===== src/hw/rtl/itc_pkg.sv =====
// Shared types, constants and register codes of the impact-triggered capture block.
`timescale 1ns / 1ps

package itc_pkg;

    localparam int CAPTURE_DEPTH = 15;
    // fill index counts 0 .. CAPTURE_DEPTH
    localparam int IDX_W    = $clog2(CAPTURE_DEPTH + 1);
    localparam int RAM_AW   = $clog2(CAPTURE_DEPTH);
    localparam int REC_W    = 96;
    localparam int ADDR_W   = 3;

    localparam logic [1:0] KIND_NOTICE    = 2'd0;
    localparam logic [1:0] KIND_SAMPLE    = 2'd1;
    localparam logic [1:0] KIND_HEARTBEAT = 2'd2;

    localparam logic [0:0] REG_THRESHOLD = 1'b0;
    localparam logic [0:0] REG_INTERVAL  = 1'b1;

    localparam logic [15:0] THRESHOLD_RESET = 16'd1500;
    localparam logic [15:0] INTERVAL_RESET  = 16'd500;
    localparam logic [15:0] COUNT_MAX       = 16'hFFFF;

    typedef struct packed {
        logic signed [15:0] accel_x;
        logic signed [15:0] accel_y;
        logic signed [15:0] accel_z;
        logic signed [15:0] gyro_x;
        logic signed [15:0] gyro_y;
        logic signed [15:0] gyro_z;
        logic        [13:0] pressure_tenths;
        logic signed [11:0] temperature_tenths;
    } t_in_item;

    typedef struct packed {
        logic        [1:0]  record_kind;
        logic        [3:0]  record_number;
        logic signed [15:0] out_accel_x;
        logic signed [15:0] out_accel_y;
        logic signed [15:0] out_accel_z;
        logic signed [15:0] out_gyro_x;
        logic signed [15:0] out_gyro_y;
        logic signed [15:0] out_gyro_z;
        logic        [13:0] out_pressure;
        logic signed [11:0] out_temperature;
        logic               last_record;
    } t_out_item;

    typedef struct packed {
        logic done;
        logic hit;
    } t_mac_status;

endpackage


===== src/hw/rtl/itc_ram.sv =====
// Generic single-write, single-read RAM with registered read data.
`timescale 1ns / 1ps

module itc_ram #(
    parameter int WIDTH = 8,
    parameter int DEPTH = 16,
    localparam int AW = (DEPTH > 1) ? $clog2(DEPTH) : 1
) (
    input  logic             i_clk,
    input  logic             i_we,
    input  logic [AW-1:0]    i_waddr,
    input  logic [WIDTH-1:0] i_wdata,
    input  logic [AW-1:0]    i_raddr,
    output logic [WIDTH-1:0] o_rdata
);

    logic [WIDTH-1:0] r_mem [DEPTH];
    logic [WIDTH-1:0] r_rdata;

    always_ff @(posedge i_clk) begin
        if (i_we) begin
            r_mem[i_waddr] <= i_wdata;
        end
        r_rdata <= r_mem[i_raddr];
    end

    assign o_rdata = r_rdata;

endmodule


===== src/hw/rtl/itc_mac.sv =====
// Shared squaring multiplier and accumulator for the impact magnitude test.
`timescale 1ns / 1ps

module itc_mac (
    input  logic                  i_clk,
    input  logic                  i_rst_n,
    input  logic                  i_start,
    input  itc_pkg::t_in_item     i_item,
    input  logic [15:0]           i_threshold,
    output itc_pkg::t_mac_status  o_status
);

    localparam logic [2:0] STEP_X   = 3'd0;
    localparam logic [2:0] STEP_Y   = 3'd1;
    localparam logic [2:0] STEP_Z   = 3'd2;
    localparam logic [2:0] STEP_THR = 3'd3;
    localparam logic [2:0] STEP_CMP = 3'd4;

    logic               r_busy;
    logic [2:0]         r_step;
    logic [31:0]        r_prod;
    logic [31:0]        r_acc;
    logic               r_done;
    logic               r_hit;
    logic signed [16:0] op;
    logic signed [33:0] prod_full;

    // one operand per step: three accel axes, then the threshold
    always_comb begin
        case (r_step)
            STEP_X:   op = {i_item.accel_x[15], i_item.accel_x};
            STEP_Y:   op = {i_item.accel_y[15], i_item.accel_y};
            STEP_Z:   op = {i_item.accel_z[15], i_item.accel_z};
            STEP_THR: op = {1'b0, i_threshold};
            default:  op = '0;
        endcase
    end

    assign prod_full = op * op;

    always_ff @(posedge i_clk) begin
        if (!i_rst_n) begin
            r_busy <= 1'b0;
            r_step <= STEP_X;
            r_done <= 1'b0;
        end else begin
            r_done <= 1'b0;
            if (i_start) begin
                r_busy <= 1'b1;
                r_step <= STEP_X;
                r_acc  <= '0;
            end else if (r_busy) begin
                r_step <= r_step + 3'd1;
                if (r_step <= STEP_THR) begin
                    r_prod <= prod_full[31:0];
                end
                // the product register holds the product of the previous step
                if (r_step >= STEP_Y && r_step <= STEP_THR) begin
                    r_acc <= r_acc + r_prod;
                end
                if (r_step == STEP_CMP) begin
                    r_hit  <= r_acc > r_prod;
                    r_done <= 1'b1;
                    r_busy <= 1'b0;
                end
            end
        end
    end

    assign o_status.done = r_done;
    assign o_status.hit  = r_hit;

endmodule


===== src/hw/rtl/impact_triggered_capture_unit.sv =====
// Top level: sequencer, capture buffer, registers and result register.
// A notice or heartbeat passes through the shared squaring multiplier, the decision and a
// load into the result register; a flushed record also waits for its buffer RAM read.
// Samples are accepted only while the sequencer is idle; a flush reads and loads each
// buffered record in turn (RAM read, then result load). Output stalls hold the sequencer.
// Reset: synchronous active low, back to defaults; buffer contents undefined until written.
`timescale 1ns / 1ps

module impact_triggered_capture_unit (
    input  logic                 i_clk,
    input  logic                 i_rst_n,
    input  logic                 i_in_valid,
    output logic                 o_in_stall,
    input  itc_pkg::t_in_item    i_in_data,
    output logic                 o_out_valid,
    input  logic                 i_out_stall,
    output itc_pkg::t_out_item   o_out_data,
    input  logic                 psel,
    input  logic                 penable,
    input  logic                 pwrite,
    input  logic [itc_pkg::ADDR_W-1:0] paddr,
    input  logic [31:0]          pwdata,
    output logic [31:0]          prdata,
    output logic                 pready
);

    typedef enum logic [2:0] {
        S_IDLE,
        S_CALC,
        S_NOTICE,
        S_FLUSH_RD,
        S_FLUSH_OUT,
        S_HEART
    } t_state;

    t_state                     r_state, n_state;
    itc_pkg::t_in_item          r_item;
    logic                       r_capturing, n_capturing;
    logic [itc_pkg::IDX_W-1:0]  r_fill, n_fill;
    logic [15:0]                r_count, n_count;
    logic                       r_do_hb, n_do_hb;
    logic [itc_pkg::IDX_W-1:0]  r_rd_idx, n_rd_idx;
    logic                       r_out_valid, n_out_valid;
    itc_pkg::t_out_item         r_out, n_out;
    logic [15:0]                r_thr;
    logic [15:0]                r_interval;

    logic                       in_accept;
    logic                       out_free;
    logic                       cfg_write;
    itc_pkg::t_mac_status       mac_st;
    logic                       ram_we;
    logic [itc_pkg::RAM_AW-1:0] ram_waddr;
    logic [itc_pkg::REC_W-1:0]  ram_wdata;
    logic [itc_pkg::REC_W-1:0]  ram_rdata;
    logic                       trig;
    logic                       cap_new;
    logic                       flush;
    logic [15:0]                cnt_inc;
    logic [15:0]                cnt_post;
    logic                       hb;
    itc_pkg::t_out_item         blank;

    assign in_accept  = i_in_valid && !o_in_stall;
    assign o_in_stall = (r_state != S_IDLE);
    assign out_free   = !r_out_valid || !i_out_stall;
    assign cfg_write  = psel && penable && pwrite && pready;
    assign pready     = 1'b1;

    always_comb begin
        case (paddr[itc_pkg::ADDR_W-1:2])
            itc_pkg::REG_THRESHOLD: prdata = {16'h0000, r_thr};
            itc_pkg::REG_INTERVAL:  prdata = {16'h0000, r_interval};
            default:                prdata = '0;
        endcase
    end

    itc_mac u_mac (
        .i_clk      (i_clk),
        .i_rst_n    (i_rst_n),
        .i_start    (in_accept),
        .i_item     (r_item),
        .i_threshold(r_thr),
        .o_status   (mac_st)
    );

    itc_ram #(
        .WIDTH(itc_pkg::REC_W),
        .DEPTH(itc_pkg::CAPTURE_DEPTH)
    ) u_buf (
        .i_clk  (i_clk),
        .i_we   (ram_we),
        .i_waddr(ram_waddr),
        .i_wdata(ram_wdata),
        .i_raddr(r_rd_idx[itc_pkg::RAM_AW-1:0]),
        .o_rdata(ram_rdata)
    );

    // decision made once the magnitude test is done
    assign trig    = !r_capturing && mac_st.hit;
    assign cap_new = r_capturing || trig;
    assign flush   = r_capturing && (r_fill == itc_pkg::IDX_W'(itc_pkg::CAPTURE_DEPTH));
    assign cnt_inc = (r_count < itc_pkg::COUNT_MAX) ? r_count + 16'd1 : r_count;
    assign cnt_post = flush ? 16'd0 : cnt_inc;
    assign hb      = cnt_post > r_interval;

    assign ram_we    = (r_state == S_CALC) && mac_st.done && !flush;
    assign ram_waddr = cap_new ? r_fill[itc_pkg::RAM_AW-1:0] : '0;
    assign ram_wdata = {r_item.gyro_z, r_item.gyro_y, r_item.gyro_x,
                        r_item.accel_z, r_item.accel_y, r_item.accel_x};

    always_comb begin
        blank                 = '0;
        blank.out_pressure    = r_item.pressure_tenths;
        blank.out_temperature = r_item.temperature_tenths;
    end

    always_comb begin
        n_state     = r_state;
        n_capturing = r_capturing;
        n_fill      = r_fill;
        n_count     = r_count;
        n_do_hb     = r_do_hb;
        n_rd_idx    = r_rd_idx;
        n_out       = r_out;
        n_out_valid = r_out_valid && i_out_stall;

        case (r_state)
            S_IDLE: begin
                if (in_accept) begin
                    n_state = S_CALC;
                end
            end
            S_CALC: begin
                if (mac_st.done) begin
                    n_do_hb  = hb;
                    n_count  = hb ? 16'd0 : cnt_post;
                    n_rd_idx = '0;
                    if (!cap_new) begin
                        n_fill = itc_pkg::IDX_W'(1);
                    end else if (!flush) begin
                        n_fill = r_fill + itc_pkg::IDX_W'(1);
                    end else begin
                        n_fill      = '0;
                        n_capturing = 1'b0;
                    end
                    if (trig) begin
                        n_capturing = 1'b1;
                        n_state     = S_NOTICE;
                    end else if (flush) begin
                        n_state = S_FLUSH_RD;
                    end else if (hb) begin
                        n_state = S_HEART;
                    end else begin
                        n_state = S_IDLE;
                    end
                end
            end
            S_NOTICE: begin
                if (out_free) begin
                    n_out             = blank;
                    n_out.record_kind = itc_pkg::KIND_NOTICE;
                    n_out.last_record = !r_do_hb;
                    n_out_valid       = 1'b1;
                    n_state           = r_do_hb ? S_HEART : S_IDLE;
                end
            end
            S_FLUSH_RD: begin
                // read data for r_rd_idx arrives next cycle
                n_state = S_FLUSH_OUT;
            end
            S_FLUSH_OUT: begin
                if (out_free) begin
                    n_out               = blank;
                    n_out.record_kind   = itc_pkg::KIND_SAMPLE;
                    n_out.record_number = 4'(r_rd_idx);
                    n_out.out_accel_x   = $signed(ram_rdata[15:0]);
                    n_out.out_accel_y   = $signed(ram_rdata[31:16]);
                    n_out.out_accel_z   = $signed(ram_rdata[47:32]);
                    n_out.out_gyro_x    = $signed(ram_rdata[63:48]);
                    n_out.out_gyro_y    = $signed(ram_rdata[79:64]);
                    n_out.out_gyro_z    = $signed(ram_rdata[95:80]);
                    n_out_valid         = 1'b1;
                    if (r_rd_idx == itc_pkg::IDX_W'(itc_pkg::CAPTURE_DEPTH - 1)) begin
                        n_out.last_record = !r_do_hb;
                        n_state           = r_do_hb ? S_HEART : S_IDLE;
                    end else begin
                        n_out.last_record = 1'b0;
                        n_rd_idx          = r_rd_idx + itc_pkg::IDX_W'(1);
                        n_state           = S_FLUSH_RD;
                    end
                end
            end
            S_HEART: begin
                if (out_free) begin
                    n_out             = blank;
                    n_out.record_kind = itc_pkg::KIND_HEARTBEAT;
                    n_out.last_record = 1'b1;
                    n_out_valid       = 1'b1;
                    n_state           = S_IDLE;
                end
            end
            default: begin
                n_state = S_IDLE;
            end
        endcase
    end

    always_ff @(posedge i_clk) begin
        if (!i_rst_n) begin
            r_state     <= S_IDLE;
            r_capturing <= 1'b0;
            r_fill      <= '0;
            r_count     <= '0;
            r_do_hb     <= 1'b0;
            r_rd_idx    <= '0;
            r_out_valid <= 1'b0;
            r_thr       <= itc_pkg::THRESHOLD_RESET;
            r_interval  <= itc_pkg::INTERVAL_RESET;
        end else begin
            r_state     <= n_state;
            r_capturing <= n_capturing;
            r_fill      <= n_fill;
            r_count     <= n_count;
            r_do_hb     <= n_do_hb;
            r_rd_idx    <= n_rd_idx;
            r_out_valid <= n_out_valid;
            if (cfg_write) begin
                case (paddr[itc_pkg::ADDR_W-1:2])
                    itc_pkg::REG_THRESHOLD: r_thr      <= pwdata[15:0];
                    itc_pkg::REG_INTERVAL:  r_interval <= pwdata[15:0];
                    default: begin
                    end
                endcase
            end
        end
        // payload registers
        r_out <= n_out;
        if (in_accept) begin
            r_item <= i_in_data;
        end
    end

    assign o_out_valid = r_out_valid;
    assign o_out_data  = r_out;

    a_accept_blocks: assert property (@(posedge i_clk) disable iff (!i_rst_n)
        in_accept |=> o_in_stall)
        else $error("input request accepted while sequencer stays idle");

    a_fill_bound: assert property (@(posedge i_clk) disable iff (!i_rst_n)
        r_fill <= itc_pkg::IDX_W'(itc_pkg::CAPTURE_DEPTH)
        && (r_capturing || r_fill <= itc_pkg::IDX_W'(1)))
        else $error("fill index out of range for capture state");

    a_mac_done_in_calc: assert property (@(posedge i_clk) disable iff (!i_rst_n)
        mac_st.done |-> r_state == S_CALC)
        else $error("magnitude result arrived outside the decision state");

    a_notice_blank: assert property (@(posedge i_clk) disable iff (!i_rst_n)
        (o_out_valid && o_out_data.record_kind != itc_pkg::KIND_SAMPLE)
        |-> (o_out_data.record_number == 4'd0 && o_out_data.out_accel_x == 16'sd0
             && o_out_data.out_gyro_z == 16'sd0))
        else $error("non-sample request carries sample data");

endmodule


===== config.mk =====
export PLATFORM = sky130hd
export DESIGN_NAME = impact_triggered_capture_unit
export DESIGN_NICKNAME = d
export VERILOG_FILES = /design/src/hw/rtl/itc_pkg.sv /design/src/hw/rtl/itc_ram.sv /design/src/hw/rtl/itc_mac.sv /design/src/hw/rtl/impact_triggered_capture_unit.sv
export SDC_FILE = /design/constraint.sdc
export NUM_CORES = 2
export LEC_CHECK = 0
export BUFFER_PORTS_ARGS = -buffer_cell sky130_fd_sc_hd__buf_4
export CAP_MARGIN = 20
export CORE_MARGIN = 5
export CORE_UTILIZATION = 36
export DETAILED_ROUTE_END_ITERATION = 7
export HOLD_SLACK_MARGIN = 0.08
export PLACE_DENSITY = 0.58
export SETUP_SLACK_MARGIN = 0.15
export SLEW_MARGIN = 20
export SYNTH_ARGS = -nofsm -noshare
export SYNTH_HDL_FRONTEND = slang
export SYNTH_SLANG_ARGS = --single-unit
export TNS_END_PERCENT = 10

===== constraint.sdc =====
create_clock -name i_clk -period 13.65 [get_ports i_clk]
set_input_delay 2.0475 -clock i_clk [delete_from_list [all_inputs] [get_ports i_clk]]
set_output_delay 2.0475 -clock i_clk [all_outputs]
set_load 0.02 [all_outputs]

==> impl.org <==
** Place
- Port buffering added 292 buffers.
- At the end of routability-driven placement, the weighted congestion stood at 0.8467.
- OpenSTA, run right after detailed placement, puts the worst setup slack at 5.198 ns.
- After detailed placement, the design holds a cell count of 8164.
- Post-DP Area :: 88720 sq um
- Detailed placement ended at an HPWL of 117.9 mm.

** Worst setup path
- Termination of the worst setup path :: u_mac.r_prod[31]$_DFFE_PP_
- The endpoint identified for the worst register-to-register timing path is u_mac.r_prod[31]$_DFFE_PP_.
- Data arrives at the worst endpoint at 9.09 ns.
- STA classifies the critical path endpoint as a flop.
- CP startpoint :: u_mac.r_step[0]$_SDFFE_PN0P_
- Origin of the critical flop-to-flop path :: u_mac.r_step[0]$_SDFFE_PN0P_
- The worst setup path is launched from a flop.
- CP Class :: flop to flop
- In this run the worst path has a maximum fanout of 17.
- Setup slack of the most critical reg-to-reg path :: 5.12 ns
- Data on the critical path is required at its endpoint by 14.22 ns.
- Cells on worst reg2reg path :: 26

** Power
- The analysis attributes to cell leakage a power of 32.72 nW.
- Tot Pwr :: 0.02190 W
- VDD sags by at most 0.6667 mV.
- Pwr per Cell Area :: 229.7 nW/um^2

** Global routing
- Global routing used 28.44% of the available met2 tracks.
- Global-route congestion overflow total :: 0
- Global Route Usage Sum :: 16.94%
- The number of antenna violations at the first check in global routing came to 25.
- Entering global routing, the biggest net connects 126 pins.
- Number of global-route vias before repair :: 45936
- The global routing stage identified its most utilized layer as met2.
- Met3 GRT Util :: 3.056%
- The first global-routing pass estimated 301.5 mm of wire.
- Global routing consumed, on the met1 layer, 22.92% of the routing resources.

** Timing
- Once routing completed, OpenROAD measured the worst setup slack at 5.124 ns.
- The final count of hold timing violations came to 0.
- At the pin with the least slew margin, the transition time is 1.120 ns.
- Highest attainable clock frequency :: 117.3 MHz
- Unrepaired setup endpoints after global routing :: no
- Setup TNS :: 0 ns
- Max-slew violation count :: 0
- Final setup viols :: 0
- Subtracting the final worst setup slack from the clock period gives 8.526 ns.
- Clock skew on the completed layout was measured at 0.03312 ns.
- The worst pin sits at a relative slew slack of 25.30%.
- Period utilisation layout :: 62.46%

** Synthesis
- Synth area leader :: edfxtp_1
- Cell count after synthesis :: 5016
- Synthesized area per cell :: 16.53 sq um
- Among all flip-flop cells after synthesis, the most frequent one is edfxtp_1.
- Of the post-synthesis cell area, the dominant cell type holds 63.56%.
- Synth warn :: 0
- By count the netlist is led by edfxtp_1 (1755), inv_1 (398), nand2_1 (292), mux4_2 (288), fa_1 (255).
- Yosys attributes the largest share of cell area to edfxtp_1 (64%), mux4_2 (7.8%), fa_1 (6.2%).
- For this run, the register share of the synthesized area comes to 67.50%.
- Most frequently used cell type in the post-synthesis netlist :: edfxtp_1
- Counting flops with an async set or reset pin after synthesis yields a share of 0%.
- After synthesis, the netlist uses 76 different library cells.
- Number of enable-type register cells in the synthesized netlist :: 1755
- In this run the cell area of the synthesized design comes to 82910 sq um.
- Flip-flop and latch count after synthesis :: 1918

** Layout
- In the final design database the tool counted 5926 nets.
- Proportion of layout cells with a drive suffix above 1 :: 18.41%
- From synthesis to final layout, the design area changed by 15.00%.
- Once layout is complete, the cells apart from fillers number 8551.
- After routing the design area is 95350 sq um.

** Die
- Placeable Area :: 229700 sq um
- The floorplan step defined a die boundary enclosing 240000 sq um.
- The floorplan has 176 rows.
- From left edge to right edge, the die measures 489.9 microns.
- 328 I/O pins were placed.
- Once the floorplan was initialized, standard cells occupied 36.10% of the core.
- The die is 489.9 microns tall.

** Detailed routing
- For this block, the via count after detailed routing is 43803.
- Starting DRC count in detailed routing :: 3678
- Final ANT Viol Nets :: 0
- For this run, the detailed router's first-pass iteration total came to 5.
- DRC :: 0
- After detailed routing, the average wire length per cell comes to 23.86 microns.
- Using the TritonRoute via totals, the vias-per-cell ratio works out to 5.123.
- Wire length reported by the detailed router :: 204.0 mm

** CTS
- The number of hold buffers added after CTS was 0.
- TritonCTS built the clock tree.
- The H-tree was split into 4 levels.
- The number of gates resized after CTS was 0.
- The clock reaches the later pin of the worst-skew pair after 0.84 ns.
- Post-CTS Setup Repair Bufs :: 0
- Clk sinks :: 1918
- Root cell of the clock tree :: clkbuf_16
- Number of clock buffers inserted by TritonCTS :: 200
- Buffer levels on the longest clock path :: 3
- Clock-pin slew was measured on the worst setup and hold paths at 0.06 ns.

** Outcome
- Run status :: finished, final reports clean

** Worst hold path
- The worst hold path passes through 0 cells.
- HP Class :: flop to flop

** Job
- Number of max-capacitance violations reported :: 0
==> cells by family after synthesis <==
kind of cell	Yosys count	synth area share [%]
AO/OA/AOI/OAI	613	4.719
other	2	0.009058
buffers and inverters	669	3.160
XOR/XNOR	76	0.8029
flip-flops	1918	67.50
adder cells (fa/ha/maj)	422	8.678
multiplexers	500	10.41
AND/OR/NAND/NOR	816	4.722
==> registers in the layout, indices dropped and copies added (netlist names), 26 cells and up <==
register / flops
u_buf.r_mem: 1440
blank: 26
r_item: 96
u_mac.r_prod: 31
o_out_data: 129
u_mac.r_acc: 32
u_buf.o_rdata: 96
==> layout by cell type (no fill, tap or decap), drive strengths merged, types with 12 or more instances in the layout <==
cell type	synthesis	final
inv	412	423
nand3	37	37
a22o	30	30
nor4	13	13
nand2	292	292
nor2b	113	113
a21boi	25	25
xor2	17	17
bufinv	0	17
mux2	17	17
and3	104	104
mux2i	195	195
mux4	288	288
conb	2	17
fa	255	255
xnor2	59	59
buf	75	364
nor2	176	176
a211oi	104	104
edfxtp	1755	1755
dfxtp	163	163
o211ai	12	12
a21o	30	30
ha	167	167
a21oi	183	183
o21ai	144	144
nand4	15	15
clkbuf	182	277
nor3	18	18
clkinv	0	70
nand2b	16	16
==> final cells by class <==
cell class	instances	area (sq um)
well taps	3026	3786
inverters	412	1556
fillers	20480	134300
clock buffers	277	5532
multi-input cells	2444	24510
flip-flops and latches	1918	55980
repair buffers	364	2890
clock inverters	104	1079
diodes	6	15.01
==> how the worst min path moves through the flow <==
stage                        start                       end  slack [ns]
6_report       blank[26]$_DFFE_PP_  o_out_data[26]$_DFFE_PP_        0.41
5_1_grt        blank[11]$_DFFE_PP_  o_out_data[11]$_DFFE_PP_        0.42
4_1_cts        blank[26]$_DFFE_PP_  o_out_data[26]$_DFFE_PP_        0.42
3_5_place_dp   blank[11]$_DFFE_PP_  o_out_data[11]$_DFFE_PP_        0.40
3_3_place_gp   blank[26]$_DFFE_PP_  o_out_data[26]$_DFFE_PP_        0.40
2_1_floorplan  blank[10]$_DFFE_PP_  o_out_data[10]$_DFFE_PP_        0.40
==> routing by layer <==
layer	vias up	wire, microns
li1	19430	-
met4	10	4097
met5	-	65
met1	22992	88310
met3	238	11550
met2	1133	100000
==> stage by stage <==
| stage | hold WS, ns | utilization [%] |
|---|---|---|
| floorplan | 0.4003 | - |
| global placement | 0.4006 | 38.61 |
| detailed placement | 0.4045 | 38.63 |
| CTS | 0.4174 | 41.51 |
| global route | 0.4217 | 41.51 |
| finish | 0.4131 | 41.51 |
==> critical path: stages (launching register included) <==
cell	delay, ns
dfxtp_1	0.38
inv_1	0.12
ha_1	0.15
nor2b_2	0.73
a221o_1	0.73
inv_2	0.25
nor2_1	0.23
inv_1	0.09
fa_1	0.51
fa_1	0.47
fa_1	0.56
inv_1	0.06
fa_1	0.50
fa_1	0.49
inv_1	0.05
fa_1	0.47
inv_1	0.05
ha_1	0.35
a21o_1	0.19
a21o_1	0.17
a211oi_1	0.23
o31ai_1	0.20
a221o_1	0.46
o211ai_2	0.31
o221ai_1	0.17
a21oi_1	0.23
xnor2_1	0.12
==> power breakdown <==
part | total (W) | switching (W) | internal [W]
clock network | 0.00543 | 0.00227 | 0.00317
registers | 0.00715 | 0.000126 | 0.00702
logic | 0.00932 | 0.00527 | 0.00405
total | 0.0219 | 0.00766 | 0.0142
Note: power is estimated with default switching activity, not from simulation.
